**src/nhc_pkg.sv**
```systemverilog
package nhc_pkg;

	localparam int unsigned NOTE_W    = 7;
	localparam int unsigned CHAN_W    = 8;
	localparam int unsigned SEG_W     = 8;
	localparam int unsigned HUE_W     = 9;
	localparam int unsigned REM_W     = 6;
	localparam int unsigned SPAN_W    = 6;
	localparam int unsigned NUM_W     = 18;
	localparam int unsigned QUOT_W    = 9;
	localparam int unsigned VS_W      = 16;
	localparam int unsigned CNUM_W    = 22;
	localparam int unsigned RECIP_W   = 23;
	localparam int unsigned PROD_W    = CNUM_W + RECIP_W;

	localparam logic [HUE_W-1:0]  HUE_SHIFT   = 9'd120;
	localparam logic [HUE_W-1:0]  FULL_TURN   = 9'd360;
	localparam logic [HUE_W-1:0]  SECTOR_SPAN = 9'd60;
	localparam logic [13:0]       CHANNEL_DIV = 14'd15300;

	// ceil(2^36 / 15300); exact floor for every numerator up to 255 * 15300
	localparam logic [RECIP_W-1:0] RECIP       = 23'd4491470;
	localparam int unsigned        RECIP_SHIFT = 36;

	localparam logic [SEG_W-1:0] SEG_RESET = 8'd12;

	localparam logic REG_SEGMENT_COUNT = 1'b0;

	typedef enum logic [2:0] {
		SEC_RED_GUP,
		SEC_GRN_RDN,
		SEC_GRN_BUP,
		SEC_BLU_GDN,
		SEC_BLU_RUP,
		SEC_RED_BDN
	} nhc_sector_t;

	typedef struct packed {
		logic ld_s6;
		logic ld_s7;
	} nhc_ctl_t;

endpackage

```
**src/nhc_channel.sv**
```systemverilog
module nhc_channel (
	input  logic                          clk,
	input  nhc_pkg::nhc_ctl_t             ctl,
	input  logic [nhc_pkg::CNUM_W-1:0]    vk,
	input  logic [nhc_pkg::VS_W-1:0]      vs,
	input  logic [nhc_pkg::SPAN_W-1:0]    j,
	output logic [nhc_pkg::CHAN_W-1:0]    value
);

	logic [nhc_pkg::CNUM_W-1:0] vsj;
	logic [nhc_pkg::CNUM_W-1:0] num_s6;
	logic [nhc_pkg::PROD_W-1:0] prod;
	logic [nhc_pkg::CHAN_W-1:0] value_s7;

	// v*15300 - v*s*(60 - k), never negative
	assign vsj = nhc_pkg::CNUM_W'(vs) * nhc_pkg::CNUM_W'(j);

	// divide by 15300 through the reciprocal
	assign prod = nhc_pkg::PROD_W'(num_s6) * nhc_pkg::PROD_W'(nhc_pkg::RECIP);

	always_ff @(posedge clk) begin
		if (ctl.ld_s6) begin
			num_s6 <= vk - vsj;
		end
		if (ctl.ld_s7) begin
			value_s7 <= prod[nhc_pkg::RECIP_SHIFT +: nhc_pkg::CHAN_W];
		end
	end

	assign value = value_s7;

endmodule

```
**src/note_hue_to_rgb_colour.sv**
```systemverilog
// each accepted transaction moves through stages s1 to s7 in order, and its result is driven from s7
// throughput: one transaction per cycle while rgb_ready holds; seven register stages, each with its own valid bit
// a stall holds only the stages that are full, so bubbles close up under backpressure
// reset (arst_n low, asynchronous) empties the pipeline and sets segment_count to 12
module note_hue_to_rgb_colour (
	input  logic                          clk,
	input  logic                          arst_n,
	input  logic                          psel,
	input  logic                          penable,
	input  logic                          pwrite,
	input  logic [2:0]                    paddr,
	input  logic [31:0]                   pwdata,
	output logic [31:0]                   prdata,
	output logic                          pready,
	input  logic                          note_valid,
	output logic                          note_ready,
	input  logic [nhc_pkg::NOTE_W-1:0]    note_number,
	input  logic [nhc_pkg::CHAN_W-1:0]    saturation,
	input  logic [nhc_pkg::CHAN_W-1:0]    brightness,
	input  logic [nhc_pkg::CHAN_W-1:0]    opacity,
	output logic                          rgb_valid,
	input  logic                          rgb_ready,
	output logic [nhc_pkg::CHAN_W-1:0]    red,
	output logic [nhc_pkg::CHAN_W-1:0]    green,
	output logic [nhc_pkg::CHAN_W-1:0]    blue,
	output logic [nhc_pkg::CHAN_W-1:0]    alpha_out
);

	localparam int unsigned NW = nhc_pkg::NOTE_W;
	localparam int unsigned SW = nhc_pkg::SEG_W;
	localparam int unsigned CW = nhc_pkg::CHAN_W;
	localparam int unsigned HW = nhc_pkg::HUE_W;
	localparam int unsigned QW = nhc_pkg::QUOT_W;
	localparam int unsigned UW = nhc_pkg::NUM_W;
	localparam int unsigned KW = nhc_pkg::CNUM_W;
	localparam int unsigned JW = nhc_pkg::SPAN_W;
	localparam int unsigned VW = nhc_pkg::VS_W;
	localparam int unsigned HI_STEPS = 5;
	localparam int unsigned LO_STEPS = QW - HI_STEPS;

	logic [SW-1:0] seg_q;
	logic [SW-1:0] seg_eff;
	logic          cfg_wr;

	logic vld_s1, vld_s2, vld_s3, vld_s4, vld_s5, vld_s6, vld_s7;
	logic ld1, ld2, ld3, ld4, ld5, ld6, ld7;

	logic [SW-1:0]   r_s1;
	logic [VW-1:0]   vs_s1, vs_s2, vs_s3, vs_s4, vs_s5;
	logic [CW-1:0]   v_s1;
	logic [CW-1:0]   a_s1, a_s2, a_s3, a_s4, a_s5, a_s6, a_s7;
	logic [KW-1:0]   vk_s2, vk_s3, vk_s4, vk_s5;
	logic [UW-1:0]   num_s2;
	logic [QW-1:0]   rem_s3;
	logic [HI_STEPS-1:0] qh_s3;
	logic [LO_STEPS-1:0] lo_s3;
	logic [QW-1:0]   base_s4;
	logic [JW-1:0]   jr_s5, jg_s5, jb_s5;

	logic [SW-1:0]   mod_c;
	logic [UW-1:0]   num_c;
	logic [QW-1:0]   rem_hi_c;
	logic [HI_STEPS-1:0] qh_c;
	logic [LO_STEPS-1:0] ql_c;
	logic [HW:0]     sum_c;
	logic [HW-1:0]   hue_c;
	logic [HW-1:0]   off_c;
	logic [JW-1:0]   hrem_c;
	logic [JW-1:0]   span_c;
	logic [JW-1:0]   jr_c, jg_c, jb_c;
	nhc_pkg::nhc_sector_t sector_c;
	nhc_pkg::nhc_ctl_t    ctl;

	// configuration port
	assign pready  = 1'b1;
	assign cfg_wr  = psel && penable && pwrite && pready
		&& (paddr[2] == nhc_pkg::REG_SEGMENT_COUNT);
	assign seg_eff = (seg_q == '0) ? SW'(1) : seg_q;

	always_ff @(posedge clk or negedge arst_n) begin
		if (!arst_n) begin
			seg_q <= nhc_pkg::SEG_RESET;
		end else if (cfg_wr) begin
			seg_q <= pwdata[SW-1:0];
		end
	end

	always_comb begin
		prdata = '0;
		if (paddr[2] == nhc_pkg::REG_SEGMENT_COUNT) begin
			prdata = {{(32-SW){1'b0}}, seg_q};
		end
	end

	// stage loads
	assign ld7 = !vld_s7 || rgb_ready;
	assign ld6 = !vld_s6 || ld7;
	assign ld5 = !vld_s5 || ld6;
	assign ld4 = !vld_s4 || ld5;
	assign ld3 = !vld_s3 || ld4;
	assign ld2 = !vld_s2 || ld3;
	assign ld1 = !vld_s1 || ld2;
	assign note_ready = ld1;
	assign rgb_valid  = vld_s7;

	always_ff @(posedge clk or negedge arst_n) begin
		if (!arst_n) begin
			vld_s1 <= 1'b0;
			vld_s2 <= 1'b0;
			vld_s3 <= 1'b0;
			vld_s4 <= 1'b0;
			vld_s5 <= 1'b0;
			vld_s6 <= 1'b0;
			vld_s7 <= 1'b0;
		end else begin
			if (ld1) vld_s1 <= note_valid;
			if (ld2) vld_s2 <= vld_s1;
			if (ld3) vld_s3 <= vld_s2;
			if (ld4) vld_s4 <= vld_s3;
			if (ld5) vld_s5 <= vld_s4;
			if (ld6) vld_s6 <= vld_s5;
			if (ld7) vld_s7 <= vld_s6;
		end
	end

	// note mod segment count, restoring, one step per note bit
	always_comb begin
		logic [SW:0] t;
		logic [SW:0] acc;
		acc = '0;
		for (int i = NW - 1; i >= 0; i--) begin
			t = {acc[SW-1:0], note_number[i]};
			if (t >= {1'b0, seg_eff}) begin
				acc = t - {1'b0, seg_eff};
			end else begin
				acc = t;
			end
		end
		mod_c = acc[SW-1:0];
	end

	// numerator of the rounded hue offset: 720*r + seg
	assign num_c = UW'(r_s1) * UW'({nhc_pkg::FULL_TURN, 1'b0}) + UW'(seg_eff);

	// divide by 2*seg; quotient is below 360, so the top bits start as remainder
	always_comb begin
		logic [QW:0] t;
		logic [QW-1:0] acc;
		acc  = num_s2[UW-1 -: QW];
		qh_c = '0;
		for (int i = 0; i < HI_STEPS; i++) begin
			t = {acc, num_s2[QW-1-i]};
			if (t >= {1'b0, seg_eff, 1'b0}) begin
				t = t - {1'b0, seg_eff, 1'b0};
				qh_c[HI_STEPS-1-i] = 1'b1;
			end
			acc = t[QW-1:0];
		end
		rem_hi_c = acc;
	end

	always_comb begin
		logic [QW:0] t;
		logic [QW-1:0] acc;
		acc  = rem_s3;
		ql_c = '0;
		for (int i = 0; i < LO_STEPS; i++) begin
			t = {acc, lo_s3[LO_STEPS-1-i]};
			if (t >= {1'b0, seg_eff, 1'b0}) begin
				t = t - {1'b0, seg_eff, 1'b0};
				ql_c[LO_STEPS-1-i] = 1'b1;
			end
			acc = t[QW-1:0];
		end
	end

	// hue, sector and position within the sector
	always_comb begin
		sum_c = {1'b0, base_s4} + {1'b0, nhc_pkg::HUE_SHIFT};
		if (sum_c >= {1'b0, nhc_pkg::FULL_TURN}) begin
			sum_c = sum_c - {1'b0, nhc_pkg::FULL_TURN};
		end
		hue_c = sum_c[HW-1:0];

		if (hue_c < nhc_pkg::SECTOR_SPAN) begin
			sector_c = nhc_pkg::SEC_RED_GUP;
			off_c    = '0;
		end else if (hue_c < HW'(2 * nhc_pkg::SECTOR_SPAN)) begin
			sector_c = nhc_pkg::SEC_GRN_RDN;
			off_c    = nhc_pkg::SECTOR_SPAN;
		end else if (hue_c < HW'(3 * nhc_pkg::SECTOR_SPAN)) begin
			sector_c = nhc_pkg::SEC_GRN_BUP;
			off_c    = HW'(2 * nhc_pkg::SECTOR_SPAN);
		end else if (hue_c < HW'(4 * nhc_pkg::SECTOR_SPAN)) begin
			sector_c = nhc_pkg::SEC_BLU_GDN;
			off_c    = HW'(3 * nhc_pkg::SECTOR_SPAN);
		end else if (hue_c < HW'(5 * nhc_pkg::SECTOR_SPAN)) begin
			sector_c = nhc_pkg::SEC_BLU_RUP;
			off_c    = HW'(4 * nhc_pkg::SECTOR_SPAN);
		end else begin
			sector_c = nhc_pkg::SEC_RED_BDN;
			off_c    = HW'(5 * nhc_pkg::SECTOR_SPAN);
		end
	end

	assign hrem_c = JW'(hue_c - off_c);
	assign span_c = nhc_pkg::SECTOR_SPAN[JW-1:0];

	// per channel 60 - k: dominant 0, off 60, rising 60 - rem, falling rem
	always_comb begin
		unique case (sector_c)
			nhc_pkg::SEC_RED_GUP: begin
				jr_c = '0;
				jg_c = span_c - hrem_c;
				jb_c = span_c;
			end
			nhc_pkg::SEC_GRN_RDN: begin
				jr_c = hrem_c;
				jg_c = '0;
				jb_c = span_c;
			end
			nhc_pkg::SEC_GRN_BUP: begin
				jr_c = span_c;
				jg_c = '0;
				jb_c = span_c - hrem_c;
			end
			nhc_pkg::SEC_BLU_GDN: begin
				jr_c = span_c;
				jg_c = hrem_c;
				jb_c = '0;
			end
			nhc_pkg::SEC_BLU_RUP: begin
				jr_c = span_c - hrem_c;
				jg_c = span_c;
				jb_c = '0;
			end
			nhc_pkg::SEC_RED_BDN: begin
				jr_c = '0;
				jg_c = span_c;
				jb_c = hrem_c;
			end
			default: begin
				jr_c = '0;
				jg_c = '0;
				jb_c = '0;
			end
		endcase
	end

	// datapath registers
	always_ff @(posedge clk) begin
		if (ld1) begin
			r_s1  <= mod_c;
			vs_s1 <= VW'(saturation) * VW'(brightness);
			v_s1  <= brightness;
			a_s1  <= opacity;
		end
		if (ld2) begin
			num_s2 <= num_c;
			vk_s2  <= KW'(v_s1) * KW'(nhc_pkg::CHANNEL_DIV);
			vs_s2  <= vs_s1;
			a_s2   <= a_s1;
		end
		if (ld3) begin
			rem_s3 <= rem_hi_c;
			qh_s3  <= qh_c;
			lo_s3  <= num_s2[LO_STEPS-1:0];
			vk_s3  <= vk_s2;
			vs_s3  <= vs_s2;
			a_s3   <= a_s2;
		end
		if (ld4) begin
			base_s4 <= {qh_s3, ql_c};
			vk_s4   <= vk_s3;
			vs_s4   <= vs_s3;
			a_s4    <= a_s3;
		end
		if (ld5) begin
			jr_s5 <= jr_c;
			jg_s5 <= jg_c;
			jb_s5 <= jb_c;
			vk_s5 <= vk_s4;
			vs_s5 <= vs_s4;
			a_s5  <= a_s4;
		end
		if (ld6) begin
			a_s6 <= a_s5;
		end
		if (ld7) begin
			a_s7 <= a_s6;
		end
	end

	assign ctl.ld_s6 = ld6;
	assign ctl.ld_s7 = ld7;

	nhc_channel u_red (
		.clk   (clk),
		.ctl   (ctl),
		.vk    (vk_s5),
		.vs    (vs_s5),
		.j     (jr_s5),
		.value (red)
	);

	nhc_channel u_green (
		.clk   (clk),
		.ctl   (ctl),
		.vk    (vk_s5),
		.vs    (vs_s5),
		.j     (jg_s5),
		.value (green)
	);

	nhc_channel u_blue (
		.clk   (clk),
		.ctl   (ctl),
		.vk    (vk_s5),
		.vs    (vs_s5),
		.j     (jb_s5),
		.value (blue)
	);

	assign alpha_out = a_s7;

endmodule

```
**config.mk**
```make
export PLATFORM = sky130hd
export DESIGN_NAME = note_hue_to_rgb_colour
export DESIGN_NICKNAME = d
export VERILOG_FILES = /design/src/nhc_pkg.sv /design/src/nhc_channel.sv /design/src/note_hue_to_rgb_colour.sv
export SDC_FILE = /design/constraint.sdc
export NUM_CORES = 2
export LEC_CHECK = 0
export ABC_AREA = 0
export ABC_CLOCK_PERIOD_IN_PS = 14700
export BUFFER_PORTS_ARGS = -buffer_cell sky130_fd_sc_hd__buf_2
export CAP_MARGIN = 25
export CORE_MARGIN = 4
export CORE_UTILIZATION = 45
export DETAILED_ROUTE_END_ITERATION = 10
export GPL_TIMING_DRIVEN = 0
export PLACE_DENSITY_LB_ADDON = 0.3
export SLEW_MARGIN = 20
export SYNTH_ARGS = -nofsm -noshare
export SYNTH_HDL_FRONTEND = slang
export SYNTH_SLANG_ARGS = --single-unit
```
**constraint.sdc**
```tcl
create_clock -name clk -period 14.7 [get_ports clk]
set_clock_uncertainty 0.2 [all_clocks]
set_input_delay 0 -clock clk [delete_from_list [all_inputs] [get_ports clk]]
set_output_delay 0 -clock clk [all_outputs]
set_load 0.005 [all_outputs]
```
==> results.json <==
{
  "grt_use_total_pct": 18.4,
  "cts_made_buffers": 48,
  "syn_area_mm2": 0.0524,
  "grt_max_degree": 56,
  "dieArea_mm2": 0.122,
  "synth_fa_ha_area_share_pct": 47.6,
  "synth_top_cell_area_share_pct": 24.8,
  "seq_area_frac_synth_pct": 22.8,
  "cts_tree": "done",
  "synthDistinctLibCells": 93,
  "core_area_mm2": 0.115,
  "drive_gt1_share_pct": 7.36,
  "synth-compound-area-share_pct": 7.56,
  "area_growth_pct": 10.7,
  "cap_viol_max_count": 0,
  "cp_common_cell": "ha_1",
  "critPathCaptureType": "flip-flop",
  "first_pass_iters": 5,
  "multi_input_area_mm2": 0.0364,
  "slowest_delay_ps": 600,
  "status": "finished clean",
  "max-slew-margin-rel_pct": 39.5,
  "clock.fmax_mhz": 70.6,
  "synth-simple-area-share_pct": 8.42,
  "fin_crit_sh_pct": 96.3,
  "routedWlPerCell_um": 16.2,
  "rows": 124,
  "worstMarginPinSlew_ps": 907,
  "async_flop_share_pct": 3.75,
  "clk_path_buf_depth": 3,
  "holdWs_ps": 54.2,
  "stdcell_count": 6782,
  "clk_pin_slew_ps": 60,
  "synth_warnings": 0,
  "hpwl_um": 90400,
  "ctsHtreeMaxLevel": 2,
  "first_global_vias": 35800,
  "syn_inst": 4957,
  "required_ps": 14850,
  "synth_area_leaders": "fa_1 (25%), ha_1 (23%), edfxtp_1 (22%), inv_1 (7.8%), xnor2_1 (2.8%)",
  "min_period_ps": 14160,
  "synth_xor_area_share_pct": 3.54,
  "cp-start-kind": "flip-flop",
  "vias_per_cell": 5.08,
  "grt_overflow_total": 0,
  "synth_top_family_by_area": "adder cells",
  "ys_dominant_reg_cell": "edfxtp_1",
  "worstSetupPathType": "reg2reg",
  "gp_congestion": 0.878,
  "critPathMaxFanout": 8,
  "ys_ff_latch": 400,
  "cts.sinks": 400,
  "nFillCells": 10200,
  "setup_viol": 0,
  "fin_setup_tns_ps": 0,
  "cts-root-buf": "clkbuf_16",
  "clock_latency_ps": 610,
  "place_inst": 6587,
  "vias": 34500,
  "worstHoldPathType": "in2reg",
  "ff_latch_area_mm2": 0.0119,
  "grt_pass1_wl_um": 182000,
  "die_h_um": 349,
  "ios": 140,
  "fin_nets": 6906,
  "die_w_um": 349,
  "drt_first_iter_violations": 1755,
  "synth_top_area_cell": "fa_1",
  "avgSynthCellArea_um2": 10.6,
  "drt_wl_total_um": 110000,
  "start_util_pct": 45.6,
  "synthMuxAreaShare_pct": 1.46,
  "cp_slowest_cell": "or4_4",
  "maxSlewViolCount": 0,
  "synth_edf_count": 385,
  "hold_violations": 0,
  "ant_nets": 0,
  "drc_errors": 0,
  "antenna_found_initial": 2,
  "io_buffer_count": 86,
  "cp.arrival_ps": 14300
}
[flip-flops by register name, indices dropped and copies added (netlist names), 9 cells and up]
register	count
vk_s4	20
vs_s3	16
rem_s3	9
u_green.num_s6	22
vk_s3	20
u_red.num_s6	22
vk_s5	20
vk_s2	20
vs_s5	16
base_s4	9
num_s2	18
vs_s1	16
vs_s2	16
vs_s4	16
u_blue.num_s6	22
[worst max-delay path, delay by kind of cell, from the launching register on]
family | cells | cell delay, ps
compound gates | 33 | 5930
simple gates | 13 | 2750
fa+ha+maj | 8 | 1860
mux | 4 | 1370
buf+inv | 11 | 1320
flops | 1 | 450
[per-layer routing]
metal	part of all wire (%)	GRT usage [%]	vias to the layer above
met2	49	32.2	525
met5	0	0	-
met3	3.5	2.02	132
met1	45	24.5	17000
met4	2.7	4.91	0
li1	-	-	16800
[worst paths after layout]
check	startpoint	endpoint	cells after the start	slack, ps
setup / recovery	seg_q[5]	r_s1[7]	69	540
hold / removal	brightness[1]	v_s1[1]	2	50
setup reg to reg	seg_q[5]	r_s1[7]	69	540
hold reg to reg	a_s2[2]	a_s3[2]	0	210
max in group asynchronous	arst_n	seg_q[5]	3	13320
min in group asynchronous	arst_n	vld_s5	3	410
[area by class of cell]
class                   instances  area share (%)
plain buffers                  94           0.817
well taps                    1512            3.26
clock inverters                38           0.737
repair inverters                1         0.00862
diodes                          1         0.00431
clock buffers                  51            2.13
flip-flops and latches        400            20.6
inverters                    1088            7.05
repair buffers                199            2.68
multi-input cells            3398            62.7
[Yosys cell counts (5+ instances only)]
cell type	number
o41ai_1	5
inv_1	1087
xor2_1	47
o211a_1	7
nand2b_1	33
a21boi_0	16
nand3b_1	6
a21oi_1	178
fa_1	650
nor2_1	149
o31ai_1	11
ha_1	953
a2111oi_0	7
and2_1	153
buf_4	25
xnor2_1	165
nor3_1	36
o21a_1	17
o221ai_1	11
edfxtp_1	385
nand3_1	33
a31o_2	5
a31oi_1	8
dfrtp_1	13
o21ai_0	125
o21bai_1	18
nor2b_1	54
clkbuf_1	64
nor3b_1	7
a211oi_1	11
nor4_1	10
mux2_2	49
or3_1	19
a41o_1	7
and3_1	19
nand4_1	31
mux2i_1	20
o211ai_1	8
a211o_1	5
a21o_1	94
a221o_1	12
nand2_1	313
or2_2	9
[stage by stage]
| step | worst slack (ps) | util (%) | instance area (um2) |
|---|---|---|---|
| after floorplan | 16.2 | - | 52500 |
| after global placement | -2590 | 47.7 | 54800 |
| after detailed placement | -2820 | 47.9 | 55100 |
| after CTS | 9.79 | 50.1 | 57600 |
| after global routing | -187 | 50.5 | 58000 |
| final | 543 | 50.5 | 58000 |
[cell usage in the layout, fill, tap and decap left out, types with 19 or more instances in the layout]
cell type / netlist / layout
xnor2_1: 165 / 165
o21ai_0: 125 / 115
a21o_1: 94 / 93
a21oi_1: 178 / 169
and3_1: 19 / 19
nand2b_1: 33 / 32
nor2b_1: 54 / 53
nor3_1: 36 / 35
nor2_1: 149 / 148
inv_1: 1087 / 1083
nand4_1: 31 / 31
nand3_1: 33 / 30
buf_4: 25 / 67
ha_1: 953 / 947
dlygate4sd3_1: 0 / 60
clkbuf_16: 0 / 49
xor2_1: 47 / 47
conb_1: 2 / 25
nand2_1: 313 / 311
buf_2: 3 / 87
and2_1: 153 / 153
fa_1: 650 / 650
edfxtp_1: 385 / 385
or3_1: 19 / 19
clkbuf_1: 64 / 66
mux2_2: 49 / 46
[cells by family after synthesis]
group,Yosys count
multiplexers,70
XOR/XNOR,212
flip-flops,400
other,2
adder cells (fa/ha/maj),1603
buffers and inverters,1182
AO/OA/AOI/OAI,596
AND/OR/NAND/NOR,892
[timing repair]
action / in CTS / in global routing
gates cloned: 1 / 0
hold buffers: 60 / 0
endpoints found under the hold margin: 83 / 0
resized for setup: 35 / 45
setup buffers: 12 / 31
pin swaps: 9 / 38
endpoints found under the setup margin: 8 / 8
Power is not shown: default switching activity piles up to over one toggle a cycle in this logic, so the estimate is an artifact.
